## config.mk

```make
export PLATFORM = sky130hd
export DESIGN_NAME = smoothed_drive_level_with_window_stats_flat
export DESIGN_NICKNAME = d
export VERILOG_FILES = /design/src/hw/rtl/sdl_pkg.sv /design/src/hw/rtl/sdl_if.sv /design/src/hw/rtl/sdl_ram.sv /design/src/hw/rtl/sdl_div.sv /design/src/hw/rtl/smoothed_drive_level_with_window_stats.sv /design/src/flat_wrapper.sv
export SDC_FILE = /design/constraint.sdc
export NUM_CORES = 2
export LEC_CHECK = 0
export BUFFER_PORTS_ARGS = -buffer_cell sky130_fd_sc_hd__buf_2
export CAP_MARGIN = 20
export CORE_MARGIN = 4
export CORE_UTILIZATION = 45
export DETAILED_ROUTE_END_ITERATION = 6
export PLACE_DENSITY = 0.71
export SLEW_MARGIN = 20
export SYNTH_ARGS = -nofsm -noshare
export SYNTH_HDL_FRONTEND = slang
export SYNTH_SLANG_ARGS = --single-unit
```

## constraint.sdc

```tcl
create_clock -name clk -period 7.8 [get_ports clk]
set_input_delay 1.56 -clock clk [delete_from_list [all_inputs] [get_ports clk]]
set_output_delay 1.56 -clock clk [all_outputs]
set_load 0.05 [all_outputs]
```

## src/hw/rtl/sdl_pkg.sv

```systemverilog
// Shared widths, constants and register codes of the smoothed drive level block.
package sdl_pkg;

  localparam int LEVEL_W    = 15;
  localparam int IN_W       = 16;
  localparam int WEIGHT_W   = 17;
  localparam int DECAY_W    = 16;
  localparam int CFG_IDX_W  = 2;
  localparam int CFG_DATA_W = 17;
  localparam int WINDOW_DEF = 100;

  localparam logic [WEIGHT_W-1:0] ONE_Q16          = 17'd65536;
  localparam logic [WEIGHT_W-1:0] NOV_WEIGHT_RST   = 17'd32768;
  localparam logic [WEIGHT_W-1:0] ERR_WEIGHT_RST   = 17'd32768;
  localparam logic [DECAY_W-1:0]  DECAY_RATE_RST   = 16'd205;
  localparam logic [LEVEL_W-1:0]  MAX_LEVEL_RST    = 15'd4096;

  localparam logic signed [15:0] TENTH_Q16  = 16'sd6554;
  localparam logic signed [16:0] HALF_Q16   = 17'sd32768;
  localparam logic [8:0]         HALF_Q8    = 9'd128;

  typedef enum logic [CFG_IDX_W-1:0] {
    CFG_NOV_WEIGHT = 2'd0,
    CFG_ERR_WEIGHT = 2'd1,
    CFG_DECAY_RATE = 2'd2,
    CFG_MAX_LEVEL  = 2'd3
  } cfg_idx_t;

  function automatic logic [WEIGHT_W-1:0] clamp_weight(input logic [CFG_DATA_W-1:0] v);
    logic [WEIGHT_W-1:0] w;
    w = v[WEIGHT_W-1:0];
    return (w > ONE_Q16) ? ONE_Q16 : w;
  endfunction

endpackage

```

## src/hw/rtl/sdl_if.sv

```systemverilog
// Valid/ready channel interfaces for input items and result items.
interface sdl_in_if;
  import sdl_pkg::*;
  logic                   valid;
  logic                   ready;
  logic signed [IN_W-1:0] novelty;
  logic signed [IN_W-1:0] pred_error;
  logic signed [IN_W-1:0] time_step;

  modport source (output valid, output novelty, output pred_error, output time_step,
                  input ready);
  modport sink   (input valid, input novelty, input pred_error, input time_step,
                  output ready);
endinterface

interface sdl_out_if;
  import sdl_pkg::*;
  logic               valid;
  logic               ready;
  logic [LEVEL_W-1:0] level_out;
  logic [LEVEL_W-1:0] window_mean;
  logic [LEVEL_W-1:0] window_peak;
  logic               was_updated;

  modport source (output valid, output level_out, output window_mean, output window_peak,
                  output was_updated, input ready);
  modport sink   (input valid, input level_out, input window_mean, input window_peak,
                  input was_updated, output ready);
endinterface

```

## src/hw/rtl/sdl_ram.sv

```systemverilog
// Generic single-write, single-read RAM with registered read data.
module sdl_ram #(
  parameter int WIDTH = 15,
  parameter int DEPTH = 100
) (
  input  logic                                  clk,
  input  logic                                  we,
  input  logic [(DEPTH > 1 ? $clog2(DEPTH) : 1)-1:0] waddr,
  input  logic [WIDTH-1:0]                      wdata,
  input  logic [(DEPTH > 1 ? $clog2(DEPTH) : 1)-1:0] raddr,
  output logic [WIDTH-1:0]                      rdata
);

  logic [WIDTH-1:0] mem [DEPTH];

  always_ff @(posedge clk) begin
    if (we) begin
      mem[waddr] <= wdata;
    end
    rdata <= mem[raddr];
  end

endmodule

```

## src/hw/rtl/sdl_div.sv

```systemverilog
// Restoring divider: one quotient bit per cycle.
module sdl_div #(
  parameter int NUM_W = 22,
  parameter int DEN_W = 7
) (
  input  logic             clk,
  input  logic             rst_n,
  input  logic             start,
  input  logic [NUM_W-1:0] num,
  input  logic [DEN_W-1:0] den,
  output logic             busy,
  output logic [NUM_W-1:0] quot
);

  localparam int CNT_W = $clog2(NUM_W + 1);

  logic             busy_r;
  logic [CNT_W-1:0] cnt_r;
  logic [DEN_W-1:0] rem_r;
  logic [NUM_W-1:0] q_r;
  logic [DEN_W-1:0] den_r;
  logic [DEN_W:0]   trial;
  logic             fits;

  assign trial = {rem_r, q_r[NUM_W-1]};
  assign fits  = trial >= {1'b0, den_r};

  always_ff @(posedge clk) begin
    if (!rst_n) begin
      busy_r <= 1'b0;
      cnt_r  <= '0;
    end else if (start) begin
      busy_r <= 1'b1;
      cnt_r  <= CNT_W'(NUM_W);
      q_r    <= num;
      den_r  <= den;
      rem_r  <= '0;
    end else if (busy_r) begin
      if (fits) begin
        rem_r <= DEN_W'(trial - {1'b0, den_r});
      end else begin
        rem_r <= trial[DEN_W-1:0];
      end
      q_r   <= {q_r[NUM_W-2:0], fits};
      cnt_r <= cnt_r - 1'b1;
      if (cnt_r == CNT_W'(1)) begin
        busy_r <= 1'b0;
      end
    end
  end

  assign busy = busy_r;
  assign quot = q_r;

endmodule

```

## src/hw/rtl/smoothed_drive_level_with_window_stats.sv

```systemverilog
// An accepted item with positive time step passes the multiply, difference, step and level
// states, then the ring read and write, before the scan; an item whose step is not positive
// goes straight to the scan. The ring scan (one stored level per cycle through the RAM read
// port) and the serial mean divide run side by side; one item is in flight at a time.
// Reset: level, ring pointer, fill count and sum clear; registers return to defaults.
module smoothed_drive_level_with_window_stats #(
  parameter int WINDOW = sdl_pkg::WINDOW_DEF
) (
  input  logic                             clk,
  input  logic                             rst_n,
  sdl_in_if.sink                           in_ch,
  sdl_out_if.source                        out_ch,
  input  logic                             cfg_we,
  input  logic [sdl_pkg::CFG_IDX_W-1:0]    cfg_index,
  input  logic [sdl_pkg::CFG_DATA_W-1:0]   cfg_wdata
);
  import sdl_pkg::*;

  localparam int CNT_W = $clog2(WINDOW + 1);
  localparam int PTR_W = (WINDOW > 1) ? $clog2(WINDOW) : 1;
  localparam int SUM_W = LEVEL_W + CNT_W;

  typedef enum logic [3:0] {
    ST_IDLE, ST_MUL_N, ST_MUL_E, ST_DIFF, ST_STEP, ST_LEVEL,
    ST_RING_RD, ST_RING_WR, ST_START, ST_SCAN, ST_DONE
  } state_t;

  state_t state_r;

  // configuration
  logic [WEIGHT_W-1:0] nov_w_r;
  logic [WEIGHT_W-1:0] err_w_r;
  logic [DECAY_W-1:0]  decay_r;
  logic [LEVEL_W-1:0]  max_lvl_r;

  // persistent state
  logic [LEVEL_W-1:0] level_r;
  logic [PTR_W-1:0]   wp_r;
  logic [CNT_W-1:0]   fill_r;
  logic [SUM_W-1:0]   sum_r;

  // item datapath
  logic signed [IN_W-1:0] nov_r;
  logic signed [IN_W-1:0] err_r;
  logic signed [IN_W-1:0] dt_r;
  logic signed [33:0]     prod_n_r;
  logic signed [34:0]     acc_r;
  logic signed [19:0]     diff_r;
  logic [23:0]            dec_r;
  logic signed [35:0]     stepprod_r;
  logic                   updated_r;

  // scan
  logic [CNT_W-1:0]   scan_idx_r;
  logic               pend_r;
  logic [LEVEL_W-1:0] peak_r;

  // output register
  logic               out_valid_r;
  logic [LEVEL_W-1:0] out_level_r;
  logic [LEVEL_W-1:0] out_mean_r;
  logic [LEVEL_W-1:0] out_peak_r;
  logic               out_upd_r;

  logic               in_acc;
  logic               out_load;
  logic               full;
  logic               scan_done;
  logic               ram_we;
  logic [PTR_W-1:0]   ram_raddr;
  logic [LEVEL_W-1:0] ram_rdata;
  logic               div_start;
  logic               div_busy;
  logic [SUM_W-1:0]   div_quot;

  logic signed [18:0] target;
  logic [31:0]        dec_prod;
  logic signed [19:0] step;
  logic signed [26:0] lvl_sum;
  logic [LEVEL_W-1:0] lvl_nxt;

  assign in_ch.ready = rst_n && (state_r == ST_IDLE);
  assign in_acc      = in_ch.valid && in_ch.ready;
  assign out_load    = (state_r == ST_DONE) && (!out_valid_r || out_ch.ready);
  assign full        = (fill_r == CNT_W'(WINDOW));
  assign scan_done   = (scan_idx_r >= fill_r) && !pend_r;

  assign target   = acc_r[34:16];
  assign dec_prod = 32'(decay_r) * 32'(dt_r[IN_W-2:0]) + 32'(HALF_Q8);
  assign step     = stepprod_r[35:16];
  assign lvl_sum  = 27'($signed({1'b0, level_r})) + 27'(step)
                  - 27'($signed({1'b0, dec_r}));

  always_comb begin
    if (lvl_sum < 0) begin
      lvl_nxt = '0;
    end else if (lvl_sum > 27'($signed({1'b0, max_lvl_r}))) begin
      lvl_nxt = max_lvl_r;
    end else begin
      lvl_nxt = lvl_sum[LEVEL_W-1:0];
    end
  end

  assign ram_we    = (state_r == ST_RING_WR);
  assign ram_raddr = (state_r == ST_SCAN) ? scan_idx_r[PTR_W-1:0] : wp_r;
  assign div_start = (state_r == ST_START);

  sdl_ram #(
    .WIDTH(LEVEL_W),
    .DEPTH(WINDOW)
  ) u_ring (
    .clk  (clk),
    .we   (ram_we),
    .waddr(wp_r),
    .wdata(level_r),
    .raddr(ram_raddr),
    .rdata(ram_rdata)
  );

  sdl_div #(
    .NUM_W(SUM_W),
    .DEN_W(CNT_W)
  ) u_div (
    .clk  (clk),
    .rst_n(rst_n),
    .start(div_start),
    .num  (sum_r),
    .den  (fill_r),
    .busy (div_busy),
    .quot (div_quot)
  );

  // configuration writes
  always_ff @(posedge clk) begin
    if (!rst_n) begin
      nov_w_r   <= NOV_WEIGHT_RST;
      err_w_r   <= ERR_WEIGHT_RST;
      decay_r   <= DECAY_RATE_RST;
      max_lvl_r <= MAX_LEVEL_RST;
    end else if (cfg_we) begin
      case (cfg_idx_t'(cfg_index))
        CFG_NOV_WEIGHT: nov_w_r   <= clamp_weight(cfg_wdata);
        CFG_ERR_WEIGHT: err_w_r   <= clamp_weight(cfg_wdata);
        CFG_DECAY_RATE: decay_r   <= cfg_wdata[DECAY_W-1:0];
        CFG_MAX_LEVEL:  max_lvl_r <= cfg_wdata[LEVEL_W-1:0];
        default: ;
      endcase
    end
  end

  always_ff @(posedge clk) begin
    if (!rst_n) begin
      state_r     <= ST_IDLE;
      level_r     <= '0;
      wp_r        <= '0;
      fill_r      <= '0;
      sum_r       <= '0;
      pend_r      <= 1'b0;
      scan_idx_r  <= '0;
      out_valid_r <= 1'b0;
    end else begin
      if (out_load) begin
        out_valid_r <= 1'b1;
      end else if (out_ch.ready) begin
        out_valid_r <= 1'b0;
      end
      case (state_r)
        ST_IDLE: begin
          if (in_acc) begin
            nov_r     <= in_ch.novelty;
            err_r     <= in_ch.pred_error;
            dt_r      <= in_ch.time_step;
            updated_r <= (in_ch.time_step > 0);
            state_r   <= (in_ch.time_step > 0) ? ST_MUL_N : ST_START;
          end
        end
        ST_MUL_N: begin
          prod_n_r <= $signed({1'b0, nov_w_r}) * nov_r;
          state_r  <= ST_MUL_E;
        end
        ST_MUL_E: begin
          acc_r   <= 35'(prod_n_r) + 35'($signed({1'b0, err_w_r}) * err_r);
          state_r <= ST_DIFF;
        end
        ST_DIFF: begin
          diff_r  <= 20'(target) - $signed({5'b0, level_r});
          dec_r   <= dec_prod[31:8];
          state_r <= ST_STEP;
        end
        ST_STEP: begin
          stepprod_r <= 36'(diff_r) * 36'(TENTH_Q16) + 36'(HALF_Q16);
          state_r    <= ST_LEVEL;
        end
        ST_LEVEL: begin
          level_r <= lvl_nxt;
          state_r <= ST_RING_RD;
        end
        ST_RING_RD: begin
          // fetch the entry about to be overwritten
          state_r <= ST_RING_WR;
        end
        ST_RING_WR: begin
          sum_r <= sum_r - (full ? SUM_W'(ram_rdata) : SUM_W'(0)) + SUM_W'(level_r);
          wp_r  <= (wp_r == PTR_W'(WINDOW - 1)) ? '0 : wp_r + 1'b1;
          if (!full) begin
            fill_r <= fill_r + 1'b1;
          end
          state_r <= ST_START;
        end
        ST_START: begin
          scan_idx_r <= '0;
          pend_r     <= 1'b0;
          peak_r     <= '0;
          state_r    <= ST_SCAN;
        end
        ST_SCAN: begin
          if (scan_idx_r < fill_r) begin
            scan_idx_r <= scan_idx_r + 1'b1;
            pend_r     <= 1'b1;
          end else begin
            pend_r <= 1'b0;
          end
          if (pend_r && (ram_rdata > peak_r)) begin
            peak_r <= ram_rdata;
          end
          if (scan_done && !div_busy) begin
            state_r <= ST_DONE;
          end
        end
        ST_DONE: begin
          // hold until the output register is free
          if (out_load) begin
            out_level_r <= level_r;
            out_mean_r  <= (fill_r == '0) ? '0 : div_quot[LEVEL_W-1:0];
            out_peak_r  <= peak_r;
            out_upd_r   <= updated_r;
            state_r     <= ST_IDLE;
          end
        end
        default: state_r <= ST_IDLE;
      endcase
    end
  end

  assign out_ch.valid       = out_valid_r;
  assign out_ch.level_out   = out_level_r;
  assign out_ch.window_mean = out_mean_r;
  assign out_ch.window_peak = out_peak_r;
  assign out_ch.was_updated = out_upd_r;

  a_fill_bound: assert property (@(posedge clk) disable iff (!rst_n)
    fill_r <= CNT_W'(WINDOW))
    else $error("fill count beyond window");

  a_wp_bound: assert property (@(posedge clk) disable iff (!rst_n)
    wp_r <= PTR_W'(WINDOW - 1))
    else $error("write pointer beyond window");

  a_out_from_done: assert property (@(posedge clk) disable iff (!rst_n)
    $rose(out_valid_r) |-> $past(state_r == ST_DONE))
    else $error("result raised outside completion");

  a_one_in_flight: assert property (@(posedge clk) disable iff (!rst_n)
    in_acc |=> !in_ch.ready)
    else $error("second item taken while one is in flight");

endmodule
```

## src/flat_wrapper.sv

```systemverilog
// flat-port wrapper written by rule: the top's interface ports become plain ports
module smoothed_drive_level_with_window_stats_flat import sdl_pkg::*;
#(
  parameter int WINDOW = sdl_pkg::WINDOW_DEF
)
  (clk, rst_n, cfg_we, cfg_index, cfg_wdata, in_ch_valid, in_ch_novelty, in_ch_pred_error, in_ch_time_step, in_ch_ready, out_ch_valid, out_ch_level_out, out_ch_window_mean, out_ch_window_peak, out_ch_was_updated, out_ch_ready);
  sdl_in_if in_ch_i ();
  sdl_out_if out_ch_i ();
  input  logic clk;
  input  logic rst_n;
  input  logic cfg_we;
  input  logic [sdl_pkg::CFG_IDX_W-1:0] cfg_index;
  input  logic [sdl_pkg::CFG_DATA_W-1:0] cfg_wdata;
  input wire logic [$bits(in_ch_i.valid)-1:0] in_ch_valid;
  input wire logic [$bits(in_ch_i.novelty)-1:0] in_ch_novelty;
  input wire logic [$bits(in_ch_i.pred_error)-1:0] in_ch_pred_error;
  input wire logic [$bits(in_ch_i.time_step)-1:0] in_ch_time_step;
  output wire logic [$bits(in_ch_i.ready)-1:0] in_ch_ready;
  output wire logic [$bits(out_ch_i.valid)-1:0] out_ch_valid;
  output wire logic [$bits(out_ch_i.level_out)-1:0] out_ch_level_out;
  output wire logic [$bits(out_ch_i.window_mean)-1:0] out_ch_window_mean;
  output wire logic [$bits(out_ch_i.window_peak)-1:0] out_ch_window_peak;
  output wire logic [$bits(out_ch_i.was_updated)-1:0] out_ch_was_updated;
  input wire logic [$bits(out_ch_i.ready)-1:0] out_ch_ready;
  assign in_ch_i.valid = in_ch_valid;
  assign in_ch_i.novelty = in_ch_novelty;
  assign in_ch_i.pred_error = in_ch_pred_error;
  assign in_ch_i.time_step = in_ch_time_step;
  assign in_ch_ready = in_ch_i.ready;
  assign out_ch_valid = out_ch_i.valid;
  assign out_ch_level_out = out_ch_i.level_out;
  assign out_ch_window_mean = out_ch_i.window_mean;
  assign out_ch_window_peak = out_ch_i.window_peak;
  assign out_ch_was_updated = out_ch_i.was_updated;
  assign out_ch_i.ready = out_ch_ready;
  smoothed_drive_level_with_window_stats #(.WINDOW(WINDOW)) u_core (.clk(clk), .rst_n(rst_n), .in_ch(in_ch_i), .out_ch(out_ch_i), .cfg_we(cfg_we), .cfg_index(cfg_index), .cfg_wdata(cfg_wdata));
endmodule
```

=== Word level (Yosys, flattened, before mapping) ===
Memories as Yosys holds them, arrays and structs flattened. A register that Yosys moved wholly into a read port is not among the register bits.
Cells that the tools add are included.

* Div/mod/pow operators: 0
* Shifts and indexed selects: 0
* Equality and inequality tests: 21
* Add/sub/neg operators: 13
* Multipliers: 4
* Reduce and logical (&&, ||, !) cells: 33
* Bitwise gates (word level): 2
* Order comparisons: 8
* Mux-type cells: 30

{| class="wikitable"
|+ Operators with widths
! cell !! number
|-
| $mul 18x16->34 || 2
|-
| $mux 15 || 4
|-
| $mux 22 || 2
|-
| $pmux 4 s11 || 1
|-
| $add 36x17->36 const B || 1
|-
| $add 34x34->35 || 1
|-
| $mux 7 || 5
|-
| $mul 20x13->33 const B || 1
|-
| $add 31x8->32 const B || 1
|-
| $mul 16x15->31 || 1
|-
| $pmux 15 s2 || 1
|-
| $gt 27x16->1 || 1
|-
| $lt 27x1->1 const B || 1
|-
| $sub 21x25->26 || 1
|-
| $reduce_and 2->1 || 12
|-
| $add 22x15->22 || 1
|-
| $sub 22x22->22 || 1
|-
| $add 16x20->21 || 1
|-
| $add 7x1->7 const B || 3
|-
| $sub 19x16->20 || 1
|-
| $gt 17x17->1 const B || 1
|-
| $mux 17 || 1
|-
| $eq 4x3->1 const B || 4
|-
| $gt 16x1->1 const B || 1
|-
| other kinds (30) || 62
|}

* Output and inout bits: 48
* Bits in latches: 0
* ROM bits: 0
* Memories kept: 1
* Bits in writable memories: 1500
* Register bits: 429

{| class="wikitable"
|+ Memories
! name !! words !! bits a word !! rd ports !! clocked after memory_dff !! write ports !! RTL line !! RTL
|-
| u_core.u_ring.mem || 100 || 15 || 1 || 1 || 1 || sdl_ram.sv:14 || <nowiki>logic [WIDTH-1:0] mem [DEPTH];</nowiki>
|}

=== Depth between registers and ports, before layout ===
* Depth after elaboration: 5
* Mapped depth: 26
* Gate-level depth less buffers: 24

=== Modules after synthesis ===
Synthesis repeated with hierarchy kept, for this count alone.

* Cell total of the unflattened synthesis: 7916
* Area, all modules: 109093.4 sq um

{| class="wikitable"
|+ Modules (own cells, without submodules)
! module !! instances !! cells an instance !! seq. area each (sq um) !! area each (sq um)
|-
| sdl_ram || 1 || 2512 || 45343.5 || 58066.9
|-
| smoothed_drive_level_with_window_stats || 1 || 5239 || 9339.0 || 48894.4
|-
| sdl_div || 1 || 165 || 1201.2 || 2132.0
|}

=== Least setup slack after synthesis ===
OpenSTA, ideal clock, no wires.

* Path type: reg-to-reg
* Start point: reg u_core.nov_r[7]
* End point: reg u_core.prod_n_r[31], data pin
* Slack: 1338 ps
* Period minus slack after synthesis: 6462 ps
* Stages on the path, launching flop included: 27
* Path buffers: 3
* Required time: 7538 ps
* Arrival time: 6200 ps
* Path through: edfxtp_1 -> clkbuf_1 -> clkbuf_1 -> nand2_1 -> fa_1 -> inv_1 -> fa_1 -> inv_1 -> fa_1 -> inv_1 -> fa_1 -> fa_1 -> inv_1 -> fa_1 -> inv_1 -> ha_1 -> clkbuf_1 -> a21oi_1 -> o21ai_0 -> or4_1 -> a41oi_1 -> o31ai_1 -> nand3_1 -> a31oi_1 -> a211oi_1 -> a21oi_1 -> xor2_1

* Word-level cells in the longest chain between the ends: 1

{| class="wikitable"
|+ Ends and longest elaborated chain
! what !! RTL line !! RTL
|-
| start: declaration || smoothed_drive_level_with_window_stats.sv:43 || <nowiki>logic signed [IN_W-1:0] nov_r;</nowiki>
|-
| start signal: assignment || smoothed_drive_level_with_window_stats.sv:170 || <nowiki>nov_r <= in_ch.novelty;</nowiki>
|-
| $mul 18x16->34 || smoothed_drive_level_with_window_stats.sv:178 || <nowiki>prod_n_r <= $signed({1'b0, nov_w_r}) * nov_r;</nowiki>
|-
| end signal: assignment || smoothed_drive_level_with_window_stats.sv:178 ||
|-
| end: declaration || smoothed_drive_level_with_window_stats.sv:46 || <nowiki>logic signed [33:0] prod_n_r;</nowiki>
|}

Every way passes these cells.
A chain may end at the register's enable or synchronous reset.

=== Final worst setup path ===
Ends and elaborated chain as after synthesis.

==> results.json <==
{
  "status": "finished, final reports clean",
  "required_ns": 8.35,
  "async_flop_share": 0,
  "synthFlopType": "edfxtp_1",
  "path_clk_slew_ns": 0.07,
  "core_um2": 244000,
  "internal-power_mw": 20.4,
  "switching_power_mw": 9.64,
  "final_core_util": 0.497,
  "numCtsBuffers": 187,
  "fin_skew_ns": 0.110,
  "maxSlewViolCount": 0,
  "final_cell_area_um2": 121000,
  "setup_tns_ns": 0,
  "io_buffers": 119,
  "final_cells": 13500,
  "cts_setup_buffers": 0,
  "cp-start-kind": "flip-flop",
  "comb_power_share": 0.300,
  "dp.cells": 13100,
  "dpl_cell_area_um2": 115000,
  "seqCellArea_um2": 56000,
  "drive_gt1_frac": 0.0632,
  "tightest_slew_ns": 1.10,
  "vdd_drop_max_v": 0.000336,
  "power_frac_seq": 0.403,
  "grt_pass1_vias": 75000,
  "cts_sinks": 1912,
  "syn-num-nets": 11500,
  "grt_pass1_wl_mm": 444,
  "max-slew-margin-rel": 0.248,
  "wl_mm": 289,
  "grt_antenna_before_repair": 11,
  "area_growth_pct": 9.49,
  "rows": 181,
  "synth_edf_count": 1762,
  "p_clk_frac": 0.298,
  "hold_class": "flip-flop to flip-flop",
  "multi_input_area_um2": 48500,
  "path_class": "flip-flop to flip-flop",
  "cp_max_fo": 17,
  "syn_inst": 10100,
  "ys_ff_latch": 1912,
  "wl_per_cell_um": 21.5,
  "fillCellCount": 21100,
  "via_per_inst": 5.60,
  "crit_arrival_ns": 7.64,
  "synth.yosys.warnings": 0,
  "cts-resized-gates": 0,
  "fmax_mhz": 141,
  "syn-cell-area_um2": 111000,
  "ys_seq_area_frac": 0.505,
  "p_leak_nw": 50.1,
  "hold_violations": 0,
  "ant_nets": 0,
  "finalSetupViolCount": 0,
  "fin_crit_sh": 0.909,
  "power.density_nw_per_um2": 247,
  "period_needed_ns": 7.09,
  "rsz0062_at_grt": "no",
  "fin_nets": 11500,
  "initialDrtViolationCount": 7996,
  "start_util": 0.454,
  "drt-pass1-iter-count": 6,
  "die-width_um": 504,
  "clockBufferDepth": 3,
  "track_usage": 0.223,
  "end_kind": "flip-flop",
  "switching_share": 0.321,
  "clk_latency_ns": 0.88,
  "dr_total_vias": 75400,
  "dieArea_um2": 254000,
  "clockRootBuffer": "clkbuf_16",
  "overflow": 0,
  "grt_start_max_net_pins": 177,
  "avgSynthCellArea_um2": 10.9,
  "die_h_um": 504,
  "gp_congestion": 0.919,
  "maxCapViolCount": 0,
  "cts_hold_buf": 0,
  "dp_hpwl_mm": 191,
  "route.detailed.drc": 0,
  "synth_cell_types": 81,
  "cts_max_level": 4,
  "cts_tree": "yes",
  "ios": 120,
  "fin_total_pwr_mw": 30.0
}
[final timing paths]
check	endpoint	cells past startpoint	slack (ns)	start
setup / recovery	u_core.prod_n_r[31]	23	0.71	u_core.nov_r[7]
hold / removal	u_core.out_ch.was_updated	0	0.43	u_core.updated_r
setup reg to reg	u_core.prod_n_r[31]	23	0.71	u_core.nov_r[7]
hold reg to reg	u_core.out_ch.was_updated	0	0.43	u_core.updated_r
[worst max-delay path: stages, from the launching register on]
cell and delay (ns):
edfxtp_1 0.79, nand2_1 0.18, fa_1 0.56, inv_1 0.05, fa_1 0.51, inv_1 0.06
fa_1 0.52, inv_1 0.05, fa_1 0.46, fa_1 0.49, inv_1 0.06, fa_1 0.50
inv_1 0.05, ha_1 0.38, a21oi_1 0.17, o21ai_0 0.13, or4_1 0.44, a41oi_1 0.31
o31ai_1 0.19, nand3_1 0.13, a31oi_1 0.14, a211oi_1 0.36, a21oi_1 0.13, xor2_1 0.16
[layout make-up]
cell class	instances	share of cell area
antenna	5	0.000103
inverter	1207	0.0374
clock buffer	236	0.0405
clock inverter	109	0.00985
timing repair buffer	300	0.0178
sequential	1912	0.462
tap	3202	0.0330
multi-input combinational	6499	0.400
[power groups by stage]
stage	clock [mW]	combinational (mW)	sequential, mW
after detailed placement	0	8.96	12.3
after CTS	9.06	9.06	12.1
after global routing	9.51	10.2	12.1
after floorplan	0	6.77	12.1
after global placement	0	8.76	12.3
final	8.93	8.99	12.1
[sequential cells by signal, summed over array words and instances (netlist names), 15 cells and up]
| signal | cells |
|---|---|
| u_core.nov_w_r | 17 |
| u_core.level_r | 15 |
| u_core.out_ch.window_peak | 15 |
| u_core.u_div.quot | 22 |
| u_core.dec_r | 24 |
| u_core.u_ring.mem | 1500 |
| u_core.max_lvl_r | 15 |
| u_core.acc_r | 19 |
| u_core.diff_r | 20 |
| u_core.decay_r | 16 |
| u_core.prod_n_r | 34 |
| u_core.u_ring.rdata | 15 |
| u_core.sum_r | 22 |
| u_core.err_r | 16 |
| u_core.out_ch.level_out | 15 |
| u_core.out_ch.window_mean | 15 |
| u_core.dt_r | 15 |
| u_core.nov_r | 16 |
| u_core.stepprod_r | 20 |
| u_core.peak_r | 15 |
| u_core.err_w_r | 17 |
[routing by layer]
layer	vias up	part of all wire	GRT usage
li1	34100	-	-
met1	37600	0.41	0.305
met2	3129	0.47	0.362
met3	523	0.085	0.0377
met4	0	0.034	0.0773
met5	-	0	0
[metrics by stage]
step                worst slack (ns)  hold WS [ns]
detailed placement             0.798         0.415
global route                   0.330         0.438
CTS                            0.755         0.429
floorplan                       1.34         0.400
global placement               0.791         0.418
finish                         0.711         0.428
[cell families (layout without fill, tap and decap cells)]
| logic type | Yosys count | in the layout | synth area share |
|---|---|---|---|
| compound gates | 889 | 889 | 0.0564 |
| xor+xnor | 174 | 174 | 0.0138 |
| fa+ha+maj | 1300 | 1300 | 0.197 |
| buf+inv | 1717 | 1852 | 0.0593 |
| flops | 1912 | 1912 | 0.505 |
| mux | 23 | 23 | 0.00220 |
| other cells | 0 | 5 | 0 |
| simple gates | 4113 | 4113 | 0.166 |
[layout by cell type (no fill, tap or decap), types with 15 or more instances in the layout]
master / Yosys / layout
a21boi_0: 26 / 26
dfxtp_1: 150 / 135
o21a_1: 24 / 24
buf_2: 88 / 119
o311a_1: 16 / 16
a311o_1: 30 / 30
buf_12: 0 / 15
a221oi_1: 18 / 18
clkinv_1: 1 / 41
and2_1: 392 / 391
xor2_1: 49 / 49
nand3_1: 891 / 890
a31oi_1: 46 / 46
nand2_1: 2192 / 2192
edfxtp_1: 1762 / 1762
buf_4: 3 / 162
nor2_2: 1 / 34
nand4_1: 32 / 32
clkinv_2: 0 / 26
dfxtp_4: 0 / 15
or3_1: 24 / 24
o211ai_1: 30 / 30
clkbuf_16: 0 / 189
ha_1: 556 / 556
o21ai_0: 102 / 102
xnor2_1: 125 / 125
a311oi_1: 184 / 184
a21o_1: 48 / 48
clkbuf_1: 353 / 47
nand2b_1: 33 / 33
and3_1: 117 / 117
inv_1: 1205 / 1205
a21oi_1: 246 / 246
nor2b_1: 38 / 38
nor3_1: 45 / 44
nor2_1: 298 / 264
a211oi_1: 19 / 19
fa_1: 744 / 744
[Yosys cell counts (all sizes together) (26+ instances only)]
cell type  instances  area [µm²]
nor2b             38         238
nand4             32         200
dfxtp            150        3000
buf              157         711
nand2b            33         206
o211ai            31         238
edfxtp          1762       52900
nand3            891        4460
xor2              49         429
inv             1206        4530
ha               556        6960
a31oi             46         288
xnor2            125        1090
and2             392        2450
fa               744       14900
o21ai            103         515
a311o             30         300
nor3              45         225
nor2             299        1120
a311oi           184        1610
nand2           2192        8230
a21o              48         360
clkbuf           353        1330
a21boi            26         195
and3             117         732
a21oi            246        1230
Note: power is estimated with default switching activity, not from simulation.
